## config.mk

```make
export PLATFORM = sky130hd
export DESIGN_NAME = swm_cell
export DESIGN_NICKNAME = d
export VERILOG_FILES = /design/src/sliding_window_maximum_core_assert.svh /design/src/swm_pkg.sv /design/src/swm_cell.sv
export SDC_FILE = /design/constraint.sdc
export NUM_CORES = 1
export LEC_CHECK = 0
export BUFFER_PORTS_ARGS = -buffer_cell sky130_fd_sc_hd__buf_4
export CORE_AREA = 2 2 73 75
export DETAILED_ROUTE_END_ITERATION = 10
export DIE_AREA = 0 0 75 77
export MAX_ROUTING_LAYER = met4
export PLACE_DENSITY = 0.89
export SYNTH_ARGS = -nofsm -noshare
export SYNTH_HDL_FRONTEND = slang
export SYNTH_SLANG_ARGS = --single-unit
```

## constraint.sdc

```tcl
create_clock -name clk -period 2.8 [get_ports clk]
set_clock_uncertainty 0.15 [all_clocks]
set_input_delay 0.28 -clock clk [delete_from_list [all_inputs] [get_ports clk]]
set_output_delay 0.28 -clock clk [all_outputs]
set_load 0.05 [all_outputs]
```

## src/sliding_window_maximum_core_assert.svh

```systemverilog
// ----------------------------------------------------------------------------
// sliding window maximum assertion macros
// shared checker shorthands for the core's concurrent assertions
// ----------------------------------------------------------------------------
`ifndef SLIDING_WINDOW_MAXIMUM_CORE_ASSERT_SVH
`define SLIDING_WINDOW_MAXIMUM_CORE_ASSERT_SVH

// same-cycle implication
`define SWM_ASSERT_NOW(label, ante, cons) \
	label: assert property (@(posedge clk) disable iff (!arst_n) (ante) |-> (cons)) \
		else $error("swm check failed");

// next-cycle implication
`define SWM_ASSERT_NEXT(label, ante, cons) \
	label: assert property (@(posedge clk) disable iff (!arst_n) (ante) |=> (cons)) \
		else $error("swm check failed");

`endif

```

## src/swm_pkg.sv

```systemverilog
// ----------------------------------------------------------------------------
// swm_pkg
// types and constants of the sliding window maximum core
// ----------------------------------------------------------------------------
`default_nettype none

package swm_pkg;

	localparam int WINDOW_MAX  = 64;
	localparam int SAMPLE_BITS = 32;
	localparam int LEN_W       = 7;
	localparam int IDX_W       = $clog2(WINDOW_MAX);

	typedef logic signed [SAMPLE_BITS-1:0] sample_t;
	typedef logic [LEN_W-1:0]              len_t;
	typedef logic [IDX_W-1:0]              idx_t;

	localparam len_t LEN_ONE  = len_t'(1);
	localparam len_t LEN_FULL = len_t'(WINDOW_MAX);

endpackage

`default_nettype wire

```

## src/swm_cell.sv

```systemverilog
// ----------------------------------------------------------------------------
// swm_cell
// one stage of the running-maximum chain: max of the newest k+1 samples
// ----------------------------------------------------------------------------
`default_nettype none

module swm_cell (
	input  wire            clk,
	input  wire            en,
	input  wire            start,
	input  wire swm_pkg::sample_t x,
	input  wire swm_pkg::sample_t prev,
	output swm_pkg::sample_t m
);
	import swm_pkg::*;

	sample_t m_q;
	sample_t m_d;

	// a new sequence forgets the neighbor's history
	always_comb begin
		if (start || (x > prev)) begin
			m_d = x;
		end else begin
			m_d = prev;
		end
	end

	always_ff @(posedge clk) begin
		if (en) begin
			m_q <= m_d;
		end
	end

	assign m = m_q;
endmodule

`default_nettype wire
```

Word-level counts from Yosys, hierarchy flattened
Index checks and enable logic that the tools add are counted.
Storage, ports and cells
  register bits after elaboration: 32
  latch bits: 0
  RAM bits: 0
  ROM bits: 0
  input port bits: 67
  word-level logic and storage cells: 4
  memories kept: 0
Cells by class
  add/sub/neg operators: 0
  multiply operators: 0
  divide/modulo/power cells: 0
  magnitude comparators: 1
  eq/ne operators: 0
  shifts and indexed selects: 0
  muxes and demuxes: 1
  bitwise logic cells: 0
  reduce and logical (&&, ||, !) cells: 1
Operator list (count)
  $gt A32 B32 Y1: 1
  $mux W32: 1
  $logic_or A1 B1 Y1: 1

Longest topological paths before layout
Gate-level depths: netlist of run 1.
  depth after elaboration: 3
  gate-level depth with buffers: 9
  gate-level depth less buffers: 8

Worst setup path after synthesis of run 1
No wires, ideal clock.
  path type: input port to flip-flop
  start point: input port prev[14]
  end point: register m_q[10] (netlist: m[10]), data pin
  library setup time: 260 ps
  arrival: 2107 ps
  data required time: 2390 ps
  path slack: 282 ps
  cell stages on the path: 9
  buffers on the path: 1
  cell sequence: inv_1 > ha_1 > nand4_1 > or2_1 > or3_1 > a21oi_1 > o22a_4 > buf_12 > mux2_4
Between the ends
  longest elaborated chain between the ends: 3
Ends and longest elaborated chain
  from (decl): line swm_cell.sv:12  | input wire swm_pkg::sample_t prev,
  $gt A32 B32 Y1: line swm_cell.sv:22  | if (start || (x > prev)) begin
  $logic_or A1 B1 Y1: line swm_cell.sv:22
  $mux W32: line swm_cell.sv:22
  net m_d[10]: line swm_cell.sv:18  | sample_t m_d;
  to (signal assigned): line swm_cell.sv:31  | m_q <= m_d;
  to (decl): line swm_cell.sv:17  | sample_t m_q;
The timed path passes the listed nets, and every way through them passes these cells.
A chain may end at the register's enable or synchronous reset.

Worst setup path after layout of run 1
  start point: input port prev[14]
  end point: register m_q[0] (netlist: m[0]), data pin
Same word-level chain as after synthesis.

==> impl_metrics.py, run 1 <==
metrics = {
    "timing": {
        "relSlewSlack_pct": 72.1,
        "holdWs_ns": 0.155,
        "final-hold-violation-count": 0,
        "finalSetupTns_ns": 0,
        "setup_viol": 0,
        "tightest_slew_ns": 0.418,
        "fin_crit_ns": 2.45,
        "drv_slew": 0,
        "rsz0062_at_grt": "false",
        "fmax_mhz": 408,
        "fin_crit_sh_pct": 87.6,
        "setup_slack_ns": 0.347,
    },
    "placed_design": {
        "place_ws_ns": 0.0515,
        "port_buffers": 98,
        "placed_cell_area_um2": 3170,
        "dp_hpwl_mm": 4.22,
        "dp.cells": 358,
        "gp_congestion": 0.777,
    },
    "clock_network": {
        "cts.root.buffer_cell": "clkbuf_8",
        "cts_buffers": 5,
        "cts_tree": "yes",
        "cts_hold_buffers": 0,
        "clockBufferDepth": 2,
        "h-tree-depth": 2,
        "cts.sinks": 32,
        "cts_setup_buffers": 0,
        "clk_pin_slew_ns": 0.07,
        "cts-resized-gates": 0,
    },
    "setup_path": {
        "startpoint_type": "input port",
        "cp_data_required_time_ns": 2.69,
        "cp_max_fo": 13,
        "worst_setup_path_end_kind": "flip-flop",
        "worstPathCellList": "buf_4 -> inv_1 -> ha_1 -> nand4_1 -> or2_1 -> or3_1 -> a21oi_1 -> o22a_4 -> buf_12 -> mux2_2",
        "crit_arrival_ns": 2.34,
        "cp_top_family": "simple AND/OR/NAND/NOR gates",
        "setup.worst_path.class": "input port to flip-flop",
        "cp_slowest_cell": "or3_1",
        "worst-path-buf-inv": 3,
        "critPathMaxStageDelay_ns": 0.35,
    },
    "worst_hold_path": {
        "min_path_type": "input port to flip-flop",
    },
    "yosys": {
        "syn_area_um2": 2330,
        "synth_edf_count": 32,
        "synthFlopType": "edfxtp_1",
        "netlist_top_cells_area": "edfxtp_1 (41%), mux2_4 (19%), ha_1 (17%), inv_1 (5.2%), a21oi_1 (3.2%)",
        "syn_avg_cell_area_um2": 12.5,
        "synth_cell_type_count": 25,
        "yosys_warnings": 0,
        "yosysTopAreaCell": "edfxtp_1",
        "ys_ff_latch": 32,
        "ys_seq_area_share_pct": 41.2,
        "synth_top_area_share_pct": 41.2,
        "synth-async-reset-ratio_pct": 0,
        "syn_nets": 285,
        "synthCells": 186,
    },
    "die": {
        "die_h_um": 77,
        "dieArea_um2": 5780,
        "core-area_um2": 4980,
        "rows": 26,
        "start_util_pct": 46.9,
        "die_w_um": 75,
        "ios": 99,
    },
    "drt": {
        "final_antenna_net_count": 0,
        "num_vias": 1805,
        "wl_per_cell_um": 14.1,
        "wl_mm": 5.18,
        "drt_iter0_drc": 35,
        "first_pass_iters": 4,
        "drc_errors": 0,
        "vias_per_cell": 4.93,
    },
    "pwr": {
        "power_mw": 1.62,
        "pwr_density_cell_nw_per_um2": 497,
        "ir_worst_vdd_v": 0.000220,
        "power_leakage_nw": 1.62,
    },
    "finish": {
        "final_util_pct": 65.4,
        "design_area_um2": 3250,
        "fill_cells": 399,
        "antenna_cells": 0,
        "areaGrowthSynthToFinish_pct": 39.5,
        "finalNonFillerCells": 366,
        "largest_reg_flops": 32,
        "fin_nets": 394,
        "layout-drive-gt1-share_pct": 48.3,
    },
    "status": {
        "status": "complete, no violations",
    },
    "grt": {
        "grt_max_degree": 33,
        "grt_remaining_overflow": 0,
        "grt_pass1_vias": 1925,
        "antenna_found_initial": 0,
        "grt_pass1_wl_mm": 8.64,
        "grt_usage_pct": 20.0,
    },
    "job": {
        "maxCapViolCount": 0,
    },
}
## layout by cell type, fill, tap and decap left out, types with 2 or more instances in the layout
master / instances
nand4_1: 8
a21oi_1: 15
a211oi_1: 2
clkbuf_1: 2
nand3_1: 4
clkbuf_8: 5
nand2_1: 6
nor4_1: 3
o21ai_0: 3
ha_1: 32
mux2_2: 2
mux2_4: 30
nor2_1: 2
inv_1: 32
a21o_1: 2
buf_4: 103
buf_12: 2
edfxtp_1: 32
## final cells by class
cell class	instances	area, um2	share of cell area, %
multi-input cells	119	1190	36.6
flip-flops and latches	32	961	29.5
clock buffers	7	76.3	2.35
clock inverters	1	3.75	0.115
well taps	70	87.6	2.69
inverters	32	120	3.69
repair buffers	105	813	25.0
## cells by family (layout without fill, tap and decap cells)
kind of cell / count (synthesis) / after routing / share of synthesized area, %
fa+ha+maj: 32 / 32 / 17.2
buf+inv: 35 / 145 / 7.73
simple gates: 28 / 28 / 6.38
flops: 32 / 32 / 41.2
compound gates: 27 / 27 / 7.24
mux: 32 / 32 / 20.3
## cell usage after synthesis, types with 2 or more instances
cell      number
nor2_1         2
nand4_1        8
nand3_1        4
a211oi_1       2
a21o_1         2
inv_1         32
o21ai_0        3
mux2_2         2
nor4_1         3
ha_1          32
nand2_1        6
buf_12         3
mux2_4        30
edfxtp_1      32
a21oi_1       15
## layer usage
| metal | vias up | wire [um] | track usage [%] |
|---|---|---|---|
| met5 | - | 0 | - |
| met4 | 0 | 112 | 7.50 |
| met3 | 9 | 269 | 4.20 |
| met2 | 64 | 2730 | 34.5 |
| met1 | 832 | 2060 | 22.1 |
| li1 | 900 | - | - |
## power breakdown
group / total [mW] / internal, mW / switching (mW)
Sequential: 0.615 / 0.599 / 0.0159
Clock: 0.338 / 0.173 / 0.165
Combinational: 0.663 / 0.297 / 0.366
Total: 1.62 / 1.07 / 0.547
## path summary, 6_finish.rpt
kind	start	endpoint	depth (start not counted)
setup / recovery	prev[14]	m[0]	10
hold / removal	prev[26]	m[26]	2
No activity file was read; power rests on OpenSTA's default activity.
==> inputs of run 2 (changes only) <==
- ABC_AREA: unset -> 1
- PLACE_DENSITY: 0.89 -> 0.88
- SETUP_SLACK_MARGIN: unset -> 0.05
==> run 2 against run 1 <==
- clock power is 1% lower
- final cell count increased by 24%
- sequential cell count did not move
- maximum frequency is 18% higher
- core utilization decreased by 1.5 points
- synthesized area is 0.75% lower
- critical endpoint is now m[17]
- largest power group is now sequential cells
==> impl_metrics.py, run 2 <==
metrics = {
    "finish": {
        "design_area_um2": 3180,
        "fill_cells": 439,
        "areaGrowthSynthToFinish_pct": 37.3,
        "mostFrequentLayoutCells": "nand2_1 (103), buf_4 (101), inv_1 (42)",
        "layout-drive-gt1-share_pct": 28.9,
        "finalNonFillerCells": 454,
        "largest_reg_flops": 32,
        "antenna_cells": 0,
        "fin_nets": 483,
        "final_common_cell": "nand2_1",
    },
    "clock_network": {
        "cts_tree": "yes",
        "h-tree-depth": 2,
        "cts-resized-gates": 0,
        "cts_hold_buffers": 0,
        "cts.sinks": 32,
        "cts.root.buffer_cell": "clkbuf_8",
        "cts_setup_buffers": 0,
        "cts_buffers": 5,
        "clk_pin_slew_ns": 0.07,
        "clockBufferDepth": 2,
    },
    "setup_path": {
        "worst_setup_path_end_kind": "flip-flop",
        "worstPathCellList": "buf_4 -> ha_1 -> a21oi_1 -> o21a_1 -> nand2_1 -> a21oi_1 -> nand3_1 -> nand3_2 -> nand2_4 -> nand2_1 -> nand2_1",
        "cp_data_required_time_ns": 2.68,
        "crit_top_cell": "nand2_1",
        "startpoint_type": "input port",
        "critPathMaxStageDelay_ns": 0.34,
        "cp_top_family": "simple AND/OR/NAND/NOR gates",
        "cp_max_fo": 32,
        "worst-path-buf-inv": 1,
        "setup.worst_path.class": "input port to flip-flop",
        "crit_arrival_ns": 1.95,
        "cp_slowest_cell": "ha_1",
    },
    "drt": {
        "first_pass_iters": 4,
        "final_antenna_net_count": 0,
        "drc_errors": 0,
        "wl_per_cell_um": 12.7,
        "wl_mm": 5.78,
        "drt_iter0_drc": 104,
        "num_vias": 2193,
        "vias_per_cell": 4.83,
    },
    "yosys": {
        "ys_ff_latch": 32,
        "syn_area_um2": 2310,
        "synth_common_cells": "nand2_1 (103), inv_1 (42), nand3_1 (34)",
        "synth-async-reset-ratio_pct": 0,
        "netlist_top_cells_area": "edfxtp_1 (42%), ha_1 (17%), nand2_1 (17%), nand3_1 (7.4%), inv_1 (6.8%)",
        "synthFlopType": "edfxtp_1",
        "synth_edf_count": 32,
        "yosysMostFrequentCell": "nand2_1",
        "syn_nets": 384,
        "synth_cell_type_count": 17,
        "yosysTopAreaCell": "edfxtp_1",
        "yosys_warnings": 0,
        "syn_avg_cell_area_um2": 8.12,
        "synthCells": 285,
        "synth_top_area_share_pct": 41.5,
        "ys_seq_area_share_pct": 41.5,
    },
    "placed_design": {
        "dp_hpwl_mm": 4.52,
        "gp_congestion": 0.820,
        "placed_cell_area_um2": 3100,
        "dp.cells": 447,
        "place_ws_ns": 0.463,
        "port_buffers": 98,
    },
    "grt": {
        "grt_remaining_overflow": 0,
        "grt_usage_pct": 21.6,
        "antenna_found_initial": 0,
        "grt_max_degree": 33,
        "grt_pass1_wl_mm": 9.48,
        "grt_pass1_vias": 2214,
    },
    "die": {
        "rows": 26,
        "core-area_um2": 4980,
        "start_util_pct": 46.5,
        "dieArea_um2": 5780,
        "die_w_um": 75,
        "die_h_um": 77,
        "ios": 99,
    },
    "timing": {
        "drv_slew": 0,
        "fmax_mhz": 483,
        "final-hold-violation-count": 0,
        "fin_crit_sh_pct": 74.0,
        "fin_crit_ns": 2.07,
        "setup_viol": 0,
        "tightest_slew_ns": 0.596,
        "finalSetupTns_ns": 0,
        "rsz0062_at_grt": "false",
        "setup_slack_ns": 0.729,
        "relSlewSlack_pct": 60.2,
    },
    "pwr": {
        "pwr_density_cell_nw_per_um2": 488,
        "ir_worst_vdd_v": 0.000218,
        "power_leakage_nw": 1.75,
    },
    "job": {
        "maxCapViolCount": 0,
    },
    "status": {
        "status": "complete, no violations",
    },
    "worst_hold_path": {
        "min_path_type": "input port to flip-flop",
    },
}
-- run 2: worst paths after layout --
path / from / to / slack (ns) / cells past startpoint
max: x[31] / m[17] / 0.73 / 11
min: x[24] / m[24] / 0.12 / 3
-- run 2: cell families after synthesis --
group	synth area share [%]
AOI/OAI and AO/OA	4.43
adders and majority gates	17.3
buffers and inverters	9.41
DFF	41.5
and+or+nand+nor	27.4
-- run 2: where the power goes --
part	internal (mW)	total, mW	switching (mW)
clock	0.169	0.333	0.164
sequential	0.598	0.614	0.0156
combinational	0.211	0.606	0.394
total	0.978	1.55	0.574
-- run 2: layout make-up --
cell class | count | area, um2 | area share, %
Inverter | 42 | 158 | 4.96
Timing Repair Buffer | 101 | 758 | 23.9
Sequential cell | 32 | 961 | 30.2
Tap cell | 70 | 87.6 | 2.76
Multi-Input combinational cell | 202 | 1140 | 35.7
Clock buffer | 6 | 72.6 | 2.28
Clock inverter | 1 | 5.00 | 0.157
-- run 2: per-stage QoR --
| step | total power [mW] | hold WS (ns) | util (%) |
|---|---|---|---|
| final | 1.55 | 0.122 | 63.9 |
| after floorplan | 1.01 | 0.242 | - |
| after global placement | 1.21 | 0.406 | 62.3 |
| after detailed placement | 1.23 | 0.411 | 62.3 |
| after CTS | 1.56 | 0.115 | 63.9 |
| after global routing | 1.63 | 0.127 | 63.9 |
-- run 2: routing by layer --
metal	up-vias	track usage, %	part of all wire, %
met5	-	-	0
met2	68	38.4	54
met1	989	23.6	40
met3	11	3.15	4.6
met4	0	8.04	1.9
li1	1125	-	-
==> inputs of run 3 (changes only) <==
- clock period: 2.8 -> 2.11 ns (I/O delays scaled with it)
==> run 3 against run 2 <==
- final cell count rose by 3.3%
- clock-buffer cell count down 1
- worst hold slack got worse by 0.061 ns
- design area rose by 18%
- total power rose by 48%
- global-route usage decreased by 0.64 points
- highest routed layer unchanged
- largest cell class unchanged
- die area unchanged
- critical endpoint is now m[15]
- critical path depth rose by 5
==> impl_metrics.py, run 3 (synthesis gave the netlist of run 2 again) <==
metrics = {
    "status": {
        "status": "complete, no violations",
    },
    "job": {
        "maxCapViolCount": 0,
    },
    "setup_path": {
        "worst_setup_path_end_kind": "flip-flop",
        "startpoint_type": "input port",
        "crit_arrival_ns": 1.93,
        "cp_data_required_time_ns": 1.99,
        "setup.worst_path.class": "input port to flip-flop",
        "cp_max_fo": 7,
    },
    "timing": {
        "setup_viol": 0,
        "relSlewSlack_pct": 56.0,
        "setup_slack_ns": 0.0621,
        "fmax_mhz": 488,
        "fin_crit_sh_pct": 97.1,
        "drv_slew": 0,
        "fin_crit_ns": 2.05,
        "holdWs_ns": 0.0612,
        "final-hold-violation-count": 0,
        "tightest_slew_ns": 0.659,
    },
    "grt": {
        "grt_pass1_wl_mm": 9.30,
        "grt_pass1_vias": 2264,
        "antenna_found_initial": 0,
        "grt_usage_pct": 20.9,
        "grt_remaining_overflow": 0,
        "grt_max_degree": 33,
    },
    "finish": {
        "multi_input_area_um2": 1570,
        "design_area_um2": 3760,
        "final_util_pct": 75.6,
        "fill_cells": 343,
        "regArea_um2": 961,
        "mostFrequentLayoutCells": "buf_4 (106), nand2_1 (81), inv_1 (33)",
        "final_common_cell": "buf_4",
        "layout-drive-gt1-share_pct": 48.9,
        "antenna_cells": 0,
        "fin_nets": 497,
        "largest_reg_flops": 32,
        "areaGrowthSynthToFinish_pct": 62.6,
    },
    "pwr": {
        "power_leakage_nw": 1.86,
        "ir_worst_vdd_v": 0.000357,
        "power_mw": 2.30,
        "pwr_density_cell_nw_per_um2": 612,
    },
    "drt": {
        "first_pass_iters": 4,
        "wl_per_cell_um": 14.5,
        "drc_errors": 0,
        "drt_iter0_drc": 121,
        "num_vias": 2392,
        "final_antenna_net_count": 0,
        "wl_mm": 6.78,
        "vias_per_cell": 5.10,
    },
    "die": {
        "dieArea_um2": 5780,
        "core-area_um2": 4980,
        "ios": 99,
        "rows": 26,
        "start_util_pct": 46.5,
        "die_h_um": 77,
        "die_w_um": 75,
    },
    "clock_network": {
        "cts_hold_buffers": 0,
        "cts.sinks": 32,
        "clk_pin_slew_ns": 0.07,
        "cts.root.buffer_cell": "clkbuf_8",
        "clockBufferDepth": 2,
        "h-tree-depth": 2,
        "cts_buffers": 5,
        "cts_tree": "yes",
    },
    "placed_design": {
        "gp_congestion": 0.807,
        "dp_hpwl_mm": 4.41,
        "placed_cell_area_um2": 3150,
        "port_buffers": 98,
        "place_ws_ns": -0.146,
    },
    "worst_hold_path": {
        "min_to": "m[0]",
        "worstHoldStart": "x[0]",
        "min_path_cells": 3,
        "min_path_type": "input port to flip-flop",
    },
}
==> run 3: cell types whose count changed in the layout (fill, tap and decap cells not counted), moves of 9 or more <==
cell | before | now
nand3_2 | 1 | 16
inv_1 | 42 | 33
nand2_1 | 103 | 81
ha_1 | 32 | 18
ha_4 | 0 | 14
nand2_2 | 0 | 19
nand3_1 | 34 | 18
==> run 3: worst max-delay path by stage <==
stage | start | to | slack [ns] | depth (start not counted)
final | x[17] | m[15] | 0.06 | 16
after global routing | x[17] | m[18] | -0.03 | 16
after CTS | x[23] | m[19] | 0.14 | 13
after detailed placement | x[23] | m[6] | -0.15 | 13
after global placement | x[13] | m[31] | -0.06 | 12
after floorplan | prev[31] | m[23] | 0.19 | 12
==> run 3: layout make-up <==
cell class / count / area share [%]
multi-input cells: 205 / 41.7
flip-flops and latches: 32 / 25.5
repair buffers: 112 / 24.0
inverters: 42 / 4.26
well taps: 70 / 2.33
clock buffers: 5 / 1.83
clock inverters: 3 / 0.366
==> run 3: metal layers <==
metal	GRT usage, %	vias to the layer above	share of wire, %
met3	2.89	12	5.2
li1	-	1166	-
met2	36.9	89	54
met1	22.9	1125	39
met5	-	-	0
met4	8.75	0	1.7
==> run 3: repair_timing <==
action / 4_1_cts / 5_1_grt
resized for setup: 0 / 88
buffers inserted: 0 / 3
setup endpoints to repair: 0 / 32
==> run 3: report_power, final <==
part | switching (mW) | internal [mW]
clock | 0.222 | 0.224
combinational | 0.636 | 0.407
sequential | 0.0201 | 0.794
total | 0.878 | 1.42
==> run 3: metrics by stage <==
stage	cells	setup TNS (ns)
6_report	469	0
3_5_place_dp	454	-3.92
2_1_floorplan	285	0
5_1_grt	469	-0.152
4_1_cts	462	0
3_3_place_gp	454	-1.48
==> run 3: worst max-delay path, cell delays in order <==
cell       delay (ns)
buf_4            0.12
ha_1             0.30
nand2_1          0.07
nand2_1          0.05
nand2_1          0.05
nand2_1          0.05
nand2_1          0.06
nand2_1          0.09
a21oi_2          0.21
nand2_2          0.08
nand2_2          0.08
nand3_4          0.09
buf_12           0.17
clkbuf_16        0.17
nand3_2          0.05
nand2_1          0.06
